File: config.mk
export PLATFORM = sky130hd
export DESIGN_NAME = zero_cross_phase_meter_top
export DESIGN_NICKNAME = d
export VERILOG_FILES = /design/src/rtl/core/zcpm_pkg.sv /design/src/rtl/core/zcpm_track.sv /design/src/rtl/core/zcpm_mul.sv /design/src/rtl/core/zcpm_div.sv /design/src/rtl/core/zero_cross_phase_meter_top.sv
export SDC_FILE = /design/constraint.sdc
export NUM_CORES = 1
export LEC_CHECK = 0
export BUFFER_PORTS_ARGS = -buffer_cell sky130_fd_sc_hd__buf_2
export CAP_MARGIN = 5
export CORE_MARGIN = 4
export CORE_UTILIZATION = 48
export DETAILED_ROUTE_END_ITERATION = 10
export HOLD_SLACK_MARGIN = 0.15
export PLACE_DENSITY = 0.65
export SLEW_MARGIN = 0
export SYNTH_ARGS = -nofsm -noshare
export SYNTH_HDL_FRONTEND = slang
export SYNTH_SLANG_ARGS = --single-unit
File: constraint.sdc
create_clock -name clock -period 3.9 [get_ports clock]
set_input_delay 0.39 -clock clock [delete_from_list [all_inputs] [get_ports clock]]
set_output_delay 0.39 -clock clock [all_outputs]
set_load 0.02 [all_outputs]
File: src/rtl/core/zcpm_pkg.sv
// Package: widths, constants and transaction types of the zero-cross phase meter.
`timescale 1ns / 1ps
package zcpm_pkg;

   localparam int COUNT_BITS  = 32;
   localparam int PERIOD_BITS = 24;
   localparam int PHASE_BITS  = 10;
   localparam int LEAD_BITS   = 32;
   localparam int TURN        = 360;
   localparam int TURN_BITS   = 9;
   localparam int PROD_BITS   = COUNT_BITS + TURN_BITS;
   localparam int STEP_BITS   = $clog2(PROD_BITS);
   localparam int QUOT_BITS   = PHASE_BITS;
   // 360 has four set bits: column sum <= 4 + carry, so carry stays below 4
   localparam int CARRY_BITS  = 2;

   localparam logic [TURN_BITS-1:0]   TURN_VEC     = TURN_BITS'(TURN);
   localparam logic [PERIOD_BITS-1:0] PERIOD_RESET = PERIOD_BITS'(100000);

   typedef struct packed {
      logic ref_level;
      logic test_level;
   } req_type;

   typedef struct packed {
      logic signed [PHASE_BITS-1:0] phase_degrees;
      logic                         ref_leads;
      logic [LEAD_BITS-1:0]         lead_ticks;
   } rsp_type;

   // tracker -> top: one measurement finished on this transaction
   typedef struct packed {
      logic                  fire;
      logic                  leader_ref;
      logic [COUNT_BITS-1:0] count;
   } track_evt_type;

   function automatic logic [LEAD_BITS-1:0] lead_sat(input logic [COUNT_BITS-1:0] cnt);
      logic [LEAD_BITS-1:0] res;
      if (64'(cnt) > 64'({LEAD_BITS{1'b1}}))
         res = {LEAD_BITS{1'b1}};
      else
         res = LEAD_BITS'(cnt);
      return res;
   endfunction

endpackage

File: src/rtl/core/zcpm_track.sv
// Edge tracker: arms on both-low, picks the leader, counts ticks to the lagger.
`timescale 1ns / 1ps
module zcpm_track
   import zcpm_pkg::*;
(
   input  logic          clock,
   input  logic          reset,
   input  logic          accept,
   input  req_type       levels,
   output track_evt_type evt
);

   typedef enum logic [1:0] {
      MODE_WAIT_LOW  = 2'd0,
      MODE_WAIT_RISE = 2'd1,
      MODE_COUNT     = 2'd2
   } mode_type;

   mode_type              mode_ff, mode_in;
   logic                  leader_ff, leader_in;
   logic [COUNT_BITS-1:0] count_ff, count_in;
   logic                  fire;

   always_comb begin
      mode_in   = mode_ff;
      leader_in = leader_ff;
      count_in  = count_ff;
      fire      = 1'b0;
      if (accept) begin
         case (mode_ff)
            MODE_WAIT_RISE: begin
               if (levels.ref_level || levels.test_level) begin
                  // simultaneous rise: test leads
                  leader_in = !levels.test_level;
                  count_in  = '0;
                  mode_in   = MODE_COUNT;
                  fire      = leader_in ? levels.test_level : levels.ref_level;
               end
            end
            MODE_COUNT: begin
               count_in = (&count_ff) ? count_ff : count_ff + 1'b1;
               fire     = leader_ff ? levels.test_level : levels.ref_level;
            end
            default: begin
               mode_in = (!levels.ref_level && !levels.test_level) ?
                         MODE_WAIT_RISE : MODE_WAIT_LOW;
            end
         endcase
         if (fire)
            mode_in = MODE_WAIT_LOW;
      end
   end

   assign evt.fire       = fire;
   assign evt.leader_ref = leader_in;
   assign evt.count      = count_in;

   always_ff @(posedge clock) begin
      if (reset) begin
         mode_ff   <= MODE_WAIT_LOW;
         leader_ff <= 1'b0;
         count_ff  <= '0;
      end else begin
         mode_ff   <= mode_in;
         leader_ff <= leader_in;
         count_ff  <= count_in;
      end
   end

endmodule

File: src/rtl/core/zcpm_mul.sv
// Bit-serial constant multiplier: count * 360, product bits LSB first.
`timescale 1ns / 1ps
module zcpm_mul
   import zcpm_pkg::*;
(
   input  logic                  clock,
   input  logic                  reset,
   input  logic                  start,
   input  logic [COUNT_BITS-1:0] operand,
   output logic                  done,
   output logic [PROD_BITS-1:0]  product
);

   logic [COUNT_BITS-1:0] opnd_ff, opnd_in;
   logic [TURN_BITS-2:0]  hist_ff, hist_in;    // hist[i] = operand bit k-1-i
   logic [CARRY_BITS-1:0] carry_ff, carry_in;
   logic [PROD_BITS-1:0]  prod_ff, prod_in;
   logic [STEP_BITS-1:0]  step_ff, step_in;
   logic                  busy_ff, busy_in;
   logic                  done_ff, done_in;
   logic [TURN_BITS-1:0]  taps;
   logic [CARRY_BITS:0]   col_sum;

   always_comb begin
      taps    = {hist_ff, opnd_ff[0]};
      col_sum = {1'b0, carry_ff};
      for (int i = 0; i < TURN_BITS; i++)
         col_sum = col_sum + (CARRY_BITS+1)'(taps[i] & TURN_VEC[i]);
   end

   always_comb begin
      opnd_in  = opnd_ff;
      hist_in  = hist_ff;
      carry_in = carry_ff;
      prod_in  = prod_ff;
      step_in  = step_ff;
      busy_in  = busy_ff;
      done_in  = 1'b0;
      if (start) begin
         opnd_in  = operand;
         hist_in  = '0;
         carry_in = '0;
         step_in  = '0;
         busy_in  = 1'b1;
      end else if (busy_ff) begin
         opnd_in  = opnd_ff >> 1;
         hist_in  = {hist_ff[TURN_BITS-3:0], opnd_ff[0]};
         carry_in = col_sum[CARRY_BITS:1];
         prod_in  = {col_sum[0], prod_ff[PROD_BITS-1:1]};
         step_in  = step_ff + 1'b1;
         if (step_ff == STEP_BITS'(PROD_BITS - 1)) begin
            busy_in = 1'b0;
            done_in = 1'b1;
         end
      end
   end

   always_ff @(posedge clock) begin
      opnd_ff  <= opnd_in;
      hist_ff  <= hist_in;
      carry_ff <= carry_in;
      prod_ff  <= prod_in;
      step_ff  <= step_in;
      if (reset) begin
         busy_ff <= 1'b0;
         done_ff <= 1'b0;
      end else begin
         busy_ff <= busy_in;
         done_ff <= done_in;
      end
   end

   assign done    = done_ff;
   assign product = prod_ff;

endmodule

File: src/rtl/core/zcpm_div.sv
// Bit-serial restoring divider: product / period, quotient clamped at 360.
`timescale 1ns / 1ps
module zcpm_div
   import zcpm_pkg::*;
(
   input  logic                   clock,
   input  logic                   reset,
   input  logic                   start,
   input  logic [PROD_BITS-1:0]   dividend,
   input  logic [PERIOD_BITS-1:0] divisor,
   output logic                   done,
   output logic [TURN_BITS-1:0]   magnitude
);

   logic [PROD_BITS-1:0]   dvd_ff, dvd_in;
   logic [PERIOD_BITS-1:0] rem_ff, rem_in;
   logic [QUOT_BITS-1:0]   quo_ff, quo_in;
   logic                   ovf_ff, ovf_in;    // a quotient bit fell off the top
   logic [STEP_BITS-1:0]   step_ff, step_in;
   logic                   busy_ff, busy_in;
   logic                   done_ff, done_in;
   logic [PERIOD_BITS-1:0] dsr;
   logic [PERIOD_BITS:0]   trial;
   logic                   fits;

   // zero period acts as one
   assign dsr   = (divisor == '0) ? PERIOD_BITS'(1) : divisor;
   assign trial = {rem_ff, dvd_ff[PROD_BITS-1]};
   assign fits  = trial >= {1'b0, dsr};

   always_comb begin
      dvd_in  = dvd_ff;
      rem_in  = rem_ff;
      quo_in  = quo_ff;
      ovf_in  = ovf_ff;
      step_in = step_ff;
      busy_in = busy_ff;
      done_in = 1'b0;
      if (start) begin
         dvd_in  = dividend;
         rem_in  = '0;
         quo_in  = '0;
         ovf_in  = 1'b0;
         step_in = '0;
         busy_in = 1'b1;
      end else if (busy_ff) begin
         dvd_in  = dvd_ff << 1;
         rem_in  = fits ? PERIOD_BITS'(trial - {1'b0, dsr}) : PERIOD_BITS'(trial);
         quo_in  = {quo_ff[QUOT_BITS-2:0], fits};
         ovf_in  = ovf_ff | quo_ff[QUOT_BITS-1];
         step_in = step_ff + 1'b1;
         if (step_ff == STEP_BITS'(PROD_BITS - 1)) begin
            busy_in = 1'b0;
            done_in = 1'b1;
         end
      end
   end

   always_ff @(posedge clock) begin
      dvd_ff  <= dvd_in;
      rem_ff  <= rem_in;
      quo_ff  <= quo_in;
      ovf_ff  <= ovf_in;
      step_ff <= step_in;
      if (reset) begin
         busy_ff <= 1'b0;
         done_ff <= 1'b0;
      end else begin
         busy_ff <= busy_in;
         done_ff <= done_in;
      end
   end

   assign done      = done_ff;
   assign magnitude = (ovf_ff || quo_ff > QUOT_BITS'(TURN)) ? TURN_VEC
                                                            : quo_ff[TURN_BITS-1:0];

endmodule

File: src/rtl/core/zero_cross_phase_meter_top.sv
// Throughput: one transaction per cycle while no measurement completes; after one
//   completes, no transaction is taken until its result has been through two
//   bit-serial passes (multiply by 360, then divide by the period) and has been
//   loaded into the output register.
// Reset: synchronous, active high; rearms the tracker, period back to 100000 ticks,
//   result register empty.
`timescale 1ns / 1ps
module zero_cross_phase_meter_top
   import zcpm_pkg::*;
(
   input  logic                   clock,
   input  logic                   reset,
   // tick transactions
   input  logic                   req_valid,
   output logic                   req_stall,
   input  req_type                req_data,
   // phase results
   output logic                   rsp_valid,
   input  logic                   rsp_stall,
   output rsp_type                rsp_data,
   // period register
   input  logic                   csr_we,
   input  logic [PERIOD_BITS-1:0] csr_wdata
);

   // IDLE takes ticks; MUL and DIV run the serial units; HOLD parks a finished
   // result while the output register is still occupied.
   typedef enum logic [1:0] {
      ST_IDLE = 2'd0,
      ST_MUL  = 2'd1,
      ST_DIV  = 2'd2,
      ST_HOLD = 2'd3
   } state_type;

   state_type              state_ff, state_in;
   logic [PERIOD_BITS-1:0] period_ff, period_in;
   logic                   leader_ff, leader_in;
   logic [COUNT_BITS-1:0]  cnt_ff, cnt_in;
   logic                   rsp_valid_ff, rsp_valid_in;
   rsp_type                rsp_data_ff, rsp_data_in;

   logic                   req_accept;
   track_evt_type          evt;
   logic                   mul_done;
   logic [PROD_BITS-1:0]   product;
   logic                   div_done;
   logic [TURN_BITS-1:0]   magnitude;
   logic                   slot_free;
   logic                   load_rsp;
   logic [PHASE_BITS-1:0]  mag_ext;

   // one tick at a time through the tracker; stalled while a measurement is computed or its result is held
   assign req_stall  = (state_ff != ST_IDLE);
   assign req_accept = req_valid && !req_stall;

   zcpm_track u_track (
      .clock  (clock),
      .reset  (reset),
      .accept (req_accept),
      .levels (req_data),
      .evt    (evt)
   );

   zcpm_mul u_mul (
      .clock   (clock),
      .reset   (reset),
      .start   (evt.fire),
      .operand (evt.count),
      .done    (mul_done),
      .product (product)
   );

   zcpm_div u_div (
      .clock     (clock),
      .reset     (reset),
      .start     (mul_done),
      .dividend  (product),
      .divisor   (period_ff),
      .done      (div_done),
      .magnitude (magnitude)
   );

   // output register is free when empty or being drained this cycle
   assign slot_free = !rsp_valid_ff || !rsp_stall;
   assign load_rsp  = ((state_ff == ST_DIV && div_done) || state_ff == ST_HOLD) && slot_free;
   assign mag_ext   = PHASE_BITS'(magnitude);

   always_comb begin
      state_in  = state_ff;
      period_in = csr_we ? csr_wdata : period_ff;
      leader_in = leader_ff;
      cnt_in    = cnt_ff;
      case (state_ff)
         ST_IDLE: begin
            if (evt.fire) begin
               leader_in = evt.leader_ref;
               cnt_in    = evt.count;
               state_in  = ST_MUL;
            end
         end
         ST_MUL: begin
            if (mul_done)
               state_in = ST_DIV;
         end
         ST_DIV: begin
            if (div_done)
               state_in = slot_free ? ST_IDLE : ST_HOLD;
         end
         ST_HOLD: begin
            if (slot_free)
               state_in = ST_IDLE;
         end
         default: state_in = ST_IDLE;
      endcase
   end

   always_comb begin
      rsp_valid_in = rsp_valid_ff && rsp_stall;
      rsp_data_in  = rsp_data_ff;
      if (load_rsp) begin
         rsp_valid_in              = 1'b1;
         // negative phase when the reference leads
         rsp_data_in.phase_degrees = leader_ff ? -mag_ext : mag_ext;
         rsp_data_in.ref_leads     = leader_ff;
         rsp_data_in.lead_ticks    = lead_sat(cnt_ff);
      end
   end

   always_ff @(posedge clock) begin
      leader_ff   <= leader_in;
      cnt_ff      <= cnt_in;
      rsp_data_ff <= rsp_data_in;
      if (reset) begin
         state_ff     <= ST_IDLE;
         period_ff    <= PERIOD_RESET;
         rsp_valid_ff <= 1'b0;
      end else begin
         state_ff     <= state_in;
         period_ff    <= period_in;
         rsp_valid_ff <= rsp_valid_in;
      end
   end

   assign rsp_valid = rsp_valid_ff;
   assign rsp_data  = rsp_data_ff;

endmodule

==> results of run 1 <==
## per-layer routing
| layer | wire, microns | track usage, % | up-vias |
|---|---|---|---|
| met4 | 558 | 4.20 | 6 |
| met2 | 12800 | 27.4 | 192 |
| li1 | - | - | 4913 |
| met5 | 40 | 0 | - |
| met3 | 1270 | 3.20 | 53 |
| met1 | 14800 | 26.7 | 4703 |
## registers in the layout (all words and copies together) (netlist names), 8 cells and up
| register | flops |
|---|---|
| u_div.quo_ff | 10 |
| u_mul.product | 41 |
| u_track.count_ff | 32 |
| u_div.rem_ff | 24 |
| u_mul.hist_ff | 8 |
| period_ff | 24 |
| cnt_ff | 32 |
| u_mul.opnd_ff | 32 |
| u_div.dvd_ff | 41 |
| rsp_data | 43 |
## how the worst min path moves through the flow
stage / start / to / slack (ns) / cells past startpoint
floorplan: cnt_ff[0]$_DFFE_PP_ / rsp_data[0]$_DFFE_PP_ / 0.40 / 0
global placement: cnt_ff[10]$_DFFE_PP_ / rsp_data[10]$_DFFE_PP_ / 0.40 / 0
detailed placement: cnt_ff[9]$_DFFE_PP_ / rsp_data[9]$_DFFE_PP_ / 0.40 / 0
CTS: rsp_stall / rsp_valid$_SDFF_PP0_ / 0.16 / 3
global route: csr_wdata[22] / period_ff[22]$_SDFFE_PP0P_ / 0.20 / 3
finish: rsp_stall / rsp_valid$_SDFF_PP0_ / 0.18 / 3
## cells by family (layout without fill, tap and decap cells)
logic type | count (synthesis) | in the layout
buffers and inverters | 122 | 233
adders and majority gates | 38 | 38
muxes | 103 | 103
and+or+nand+nor | 439 | 439
AOI/OAI and AO/OA | 261 | 261
DFF | 313 | 313
xor gates and xnor gates | 29 | 29
## worst reg2reg max path: stages (launching register included)
cell	delay [ns]
dfxtp_1	0.32
nor4_1	0.36
nand4_1	0.20
o21bai_1	0.18
ha_1	0.19
fa_1	0.21
nor2b_1	0.07
o31a_2	0.30
o21ai_1	0.26
a21oi_1	0.14
o41ai_2	0.48
nor3_1	0.10
a2111oi_0	0.42
o31ai_1	0.10
## cell usage after synthesis (19+ instances only)
cell      count  area share (%)
nor3_1       23            0.80
mux2_2       44             3.5
nor2_1      145             3.8
clkbuf_1     49             1.3
dfxtp_1     123              17
ha_1         34             3.0
nand4_1      19            0.83
a21oi_1      65             2.3
nand3_1      20            0.70
o21ai_0      71             2.5
inv_1        57             1.5
mux2i_1      59             4.1
nand2_1     116             3.0
or3_1        21            0.92
edfxtp_1    190              40
and2_1       31             1.4
## through the flow
stage,cell area [sq um],util (%),cells,hold slack (ns),power (mW)
after detailed placement,15000,50.9,1722,0.405,4.34
after floorplan,14300,-,1305,0.400,4.20
after CTS,16400,55.4,1806,0.159,7.61
final,16400,55.4,1806,0.177,7.51
after global routing,16400,55.4,1806,0.197,7.84
after global placement,15000,50.9,1722,0.403,4.33
## final cells by class
cell class	instances	area [sq um]	share of cell area, %
inverters	58	218	1.33
clock buffers	51	1010	6.15
repair buffers	111	696	4.24
multi-input cells	870	5680	34.6
flip-flops and latches	313	8170	49.8
well taps	390	488	2.98
clock inverters	13	134	0.817
## report_power, final
part / switching [mW] / total [mW] / internal [mW]
logic: 0.340 / 0.608 / 0.268
clock network: 1.28 / 3.22 / 1.94
registers: 0.0869 / 3.68 / 3.59
total: 1.71 / 7.51 / 5.80
## repair_timing
action / CTS / global route
endpoints found under the setup margin: 0 / 1
gates resized for setup: 0 / 1
endpoints found under the hold margin: 20 / 0
hold buffers: 20 / 0
==> flow_metrics.tcl, run 1 <==
set metrics [dict create \
    relSlewSlack_pct 35.1 \
    synth-edff-count 190 \
    ir_drop_mv 0.360 \
    detailed_place_hpwl_microns 19100 \
    critPathLaunch "period_ff[11]$_SDFFE_PP0P_" \
    grt_pass1_wl_microns 49300 \
    synthSimpleGateAreaFrac_pct 14.6 \
    cts_tree "built" \
    nFillCells 2574 \
    cp_max_fo 3 \
    timing.critical_path.cells "nor4_1, nand4_1, o21bai_1, ha_1, fa_1, nor2b_1, o31a_2, o21ai_1, a21oi_1, o41ai_2, nor3_1, a2111oi_0, o31ai_1" \
    outcome "finished clean" \
    pin_count 76 \
    root_buffer "clkbuf_16" \
    synthMuxAreaShare_pct 7.58 \
    syn_inst 1305 \
    netlist_area_sq_mm 0.0143 \
    die_x_microns 181 \
    ant_nets 0 \
    setup_ws_ns 0.448 \
    cp.required_ns 4.28 \
    crit_arrival_ns 3.84 \
    start_kind "register" \
    rsz0062_at_grt "no" \
    nets 1458 \
    grt_pass1_vias 9598 \
    critPathMaxStageDelay_ns 0.48 \
    fp-row-count 63 \
    layout_commonest_cell "edfxtp_1" \
    synth_warnings 0 \
    synth_compound_area_share_pct 12.1 \
    cts_num_sinks 313 \
    p_per_area_mw_per_mm2 458 \
    cts_max_level 2 \
    avgRoutedWirePerCell_microns 16.3 \
    max-cap-violations 0 \
    drive_gt1_share_pct 15.3 \
    r2r-end "u_div.rem_ff[22]$_SDFFE_PP0P_" \
    grt_overflow 0 \
    antenna_found_initial 3 \
    worstPathBufferInverterCount 0 \
    place_congestion 0.867 \
    cts_buffers 35 \
    tightest_slew_ns 0.972 \
    drv_slew 0 \
    synthXorXnorAreaFrac_pct 1.77 \
    synth_nets 1374 \
    syn_area_per_cell_sq_um 11.0 \
    clk_latency_ns 0.51 \
    wl_microns 29500 \
    setup_viol 0 \
    ys_types 78 \
    start_util_pct 48.5 \
    track_usage_pct 17.9 \
    reg2reg_depth 13 \
    slowest_stage "o41ai_2" \
    synth_fa_ha_area_share_pct 3.53 \
    cp.depth 13 \
    dr.first_iter.drc_count 741 \
    period_minus_slack_ns 3.45 \
    vias 9867 \
    critical_path_class "register to register" \
    die_area_sq_mm 0.0327 \
    antenna_cells 0 \
    ys_async_sr_fraction_pct 0 \
    core_sq_mm 0.0296 \
    die-height_microns 181 \
    port_buffers 75 \
    rrSetupSlack_ns 0.45 \
    area_delta_synth_final_pct 14.4 \
    fmax_mhz 290 \
    hold_viol_final 0 \
    clock_path_buffers 3 \
    synth_top_family_by_area "simple AND/OR/NAND/NOR gates" \
    ys_seq_area_share_pct 57.0 \
    place_ws_ns 0.325 \
    fin_worst_skew_ns 0.0194 \
    crit_path_end "u_div.rem_ff[22]$_SDFFE_PP0P_" \
    cp_top_family "compound AO/OA/AOI/OAI gates" \
    synth_seq_cells 313 \
    synth_ff_type "edfxtp_1" \
    fin_crit_sh_pct 88.5 \
    grt_start_max_net_pins 58 \
    hp-class "input port to register" \
    end_kind "register" \
    leakagePower_nw 6.03 \
    clkTransAtPathRegs_ns 0.06 \
    tns_ns 0 \
    r2r-start "period_ff[11]$_SDFFE_PP0P_" \
    post-cts-setup-buffer-count 0 \
    drt-pass1-iter-count 5 \
    avgViaCountPerCell 5.46 \
    mostFrequentLayoutCells "edfxtp_1 (190), nor2_1 (145), dfxtp_1 (121)" \
    drc 0 \
]
Power figures use the tool's default switching activity.
==> run 2: changes to the inputs <==
--- a/config.mk
+++ b/config.mk
@@ -7,7 +7,6 @@
 export LEC_CHECK = 0
 export BUFFER_PORTS_ARGS = -buffer_cell sky130_fd_sc_hd__buf_2
 export CAP_MARGIN = 5
-export CORE_MARGIN = 4
 export CORE_UTILIZATION = 48
 export DETAILED_ROUTE_END_ITERATION = 10
 export HOLD_SLACK_MARGIN = 0.15
==> run 2 against run 1 <==
  * Sequential share of layout area fell by 0.35 points
  * Via count increased by 0.58%
  * Worst setup slack lost 0.12 ns
  * Non-clock buffer count grew 6
  * Largest power group unchanged
  * Register-to-register slack worse by 0.12 ns
  * Global-route usage up 1.6 points
  * Clock power rose by 4%
  * Critical path type unchanged
  * Highest routed layer is now met4
==> flow_metrics.tcl, run 2 (synthesis gave the netlist of run 1 again) <==
set metrics [dict create \
    outcome "finished clean" \
    crit_arrival_ns 3.96 \
    drive_gt1_share_pct 15.6 \
    port_buffers 75 \
    setup_viol 0 \
    max-cap-violations 0 \
    nFillCells 2503 \
    layout_commonest_cell "edfxtp_1" \
    fmax_mhz 280 \
    switching_share_pct 22.4 \
    cts_max_level 2 \
    clkTransAtPathRegs_ns 0.06 \
    r2r-start "period_ff[15]$_SDFFE_PP1P_" \
    timing.critical_path.cells "nor4_1, nand4_1, o21bai_1, ha_1, fa_1, nor2b_1, o31a_2, o21ai_0, a21oi_1, o41ai_4, nor3_1, a2111oi_0, o31ai_1" \
    ant_nets 0 \
    detailed_place_hpwl_microns 18600 \
    cts_num_sinks 313 \
    p_switching_mw 1.71 \
    critical_path_class "register to register" \
    drc 0 \
    min_from "rsp_stall" \
    cp_max_fo 3 \
    die_area_sq_mm 0.0306 \
    grt_overflow 0 \
    post-cts-setup-buffer-count 0 \
    clock_path_buffers 3 \
    grt_pass1_vias 9500 \
    wl_microns 29000 \
    mostFrequentLayoutCells "edfxtp_1 (190), nor2_1 (145), dfxtp_1 (121)" \
    p_clk_share_pct 43.8 \
    start_util_pct 49.4 \
    post_dp_cell_area_sq_mm 0.0151 \
    die_x_microns 175 \
    grt_start_max_net_pins 61 \
    start_kind "register" \
    hp-class "input port to register" \
    fin_crit_sh_pct 91.6 \
    leakagePower_nw 6.08 \
    rsz0062_at_grt "no" \
    seq_area_sq_mm 0.00817 \
    die-height_microns 175 \
    hold_viol_final 0 \
    antenna_found_initial 0 \
    cp.required_ns 4.29 \
    cp_top_family "compound AO/OA/AOI/OAI gates" \
    fin_worst_skew_ns 0.0174 \
    critPathLaunch "period_ff[15]$_SDFFE_PP1P_" \
    tns_ns 0 \
    power.internal_mw 5.92 \
    drt-pass1-iter-count 5 \
    fp-row-count 62 \
    worstPathBufferInverterCount 0 \
    end_kind "register" \
    pin_count 76 \
    p_per_area_mw_per_mm2 463 \
    largest_register_ff_count 43 \
    period_minus_slack_ns 3.57 \
    core_sq_mm 0.0290 \
    dr.first_iter.drc_count 870 \
    grt_pass1_wl_microns 48400 \
    seq_power_share_pct 48.2 \
    critPathMaxStageDelay_ns 0.41 \
    avgViaCountPerCell 5.50 \
    nets 1464 \
    dp.cells 1718 \
    clk_latency_ns 0.52 \
    ir_drop_mv 0.311 \
    slowest_stage "o41ai_4" \
    layout.cells.non_filler 1806 \
    avgRoutedWirePerCell_microns 16.0 \
    root_buffer "clkbuf_16" \
    final_area_sq_mm 0.0165 \
    cts_tree "built" \
    vias 9924 \
    drv_slew 0 \
    pwr-share-comb_pct 8.0 \
    place_congestion 0.837 \
    tightest_slew_ns 1.02 \
    multi_input_area_sq_mm 0.00569 \
    relSlewSlack_pct 32.0 \
    antenna_cells 0 \
    area_delta_synth_final_pct 15.2 \
    cts_buffers 35 \
    track_usage_pct 19.4 \
]
run 2: changes by cell type in the layout (fill, tap and decap cells not counted), moves of 2 or more:
cell / before / now
clkbuf_1: 11 / 8
buf_4: 16 / 18
dlygate4sd3_1: 20 / 24
clkbuf_8: 3 / 8
clkinv_2: 6 / 3
clkinvlp_4: 0 / 2
run 2: power groups by stage:
| stage | clock network, mW | logic (mW) | registers, mW |
|---|---|---|---|
| after floorplan | 0 | 0.469 | 3.73 |
| after global placement | 0 | 0.582 | 3.75 |
| after detailed placement | 0 | 0.592 | 3.75 |
| after CTS | 3.43 | 0.615 | 3.68 |
| after global routing | 3.56 | 0.703 | 3.70 |
| final | 3.34 | 0.613 | 3.68 |
run 2: worst paths after layout:
kind | end | slack [ns] | cells past startpoint
worst max-delay path | u_div.rem_ff[22]$_SDFFE_PP0P_ | 0.33 | 13
worst min-delay path | rsp_valid$_SDFF_PP0_ | 0.17 | 3
worst max register to register | u_div.rem_ff[22]$_SDFFE_PP0P_ | 0.33 | 13
worst min register to register | rsp_data[2]$_DFFE_PP_ | 0.42 | 0
run 2: final cells by class:
class	count	share of cell area (%)
clock buffer	52	6.31
inverter	58	1.32
multi-input combinational	870	34.5
timing repair buffer	117	4.55
sequential	313	49.5
tap	384	2.91
clock inverter	12	0.955
run 2: metal layers:
metal  track usage [%]  share of wire [%]  wire (microns)
met5                 0                  0               0
met4              6.09                2.1             609
met3              2.81                5.3            1540
met2              29.0                 42           12300
met1              29.1                 50           14500
run 2: worst reg2reg max path, delay by kind of cell (launching register included):
family	cells	cell delay [ns]
AO/OA/AOI/OAI	7	1.97
AND/OR/NAND/NOR	4	0.76
flip-flops	1	0.30
adder cells (fa/ha/maj)	2	0.42
run 2: per-stage QoR:
stage	utilization (%)	power (mW)	hold slack, ns	worst slack (ns)
after global routing	56.9	7.96	0.169	0.0125
after detailed placement	51.9	4.34	0.406	0.321
final	56.9	7.64	0.174	0.327
after floorplan	-	4.20	0.400	0.805
after CTS	56.9	7.73	0.153	0.318
after global placement	51.9	4.33	0.403	0.461
run 2: repair_timing:
action                                  in CTS  in global routing
hold endpoints to repair                    24                  0
hold buffers                                24                  0
resized for setup                            0                  1
endpoints found under the setup margin       0                  1
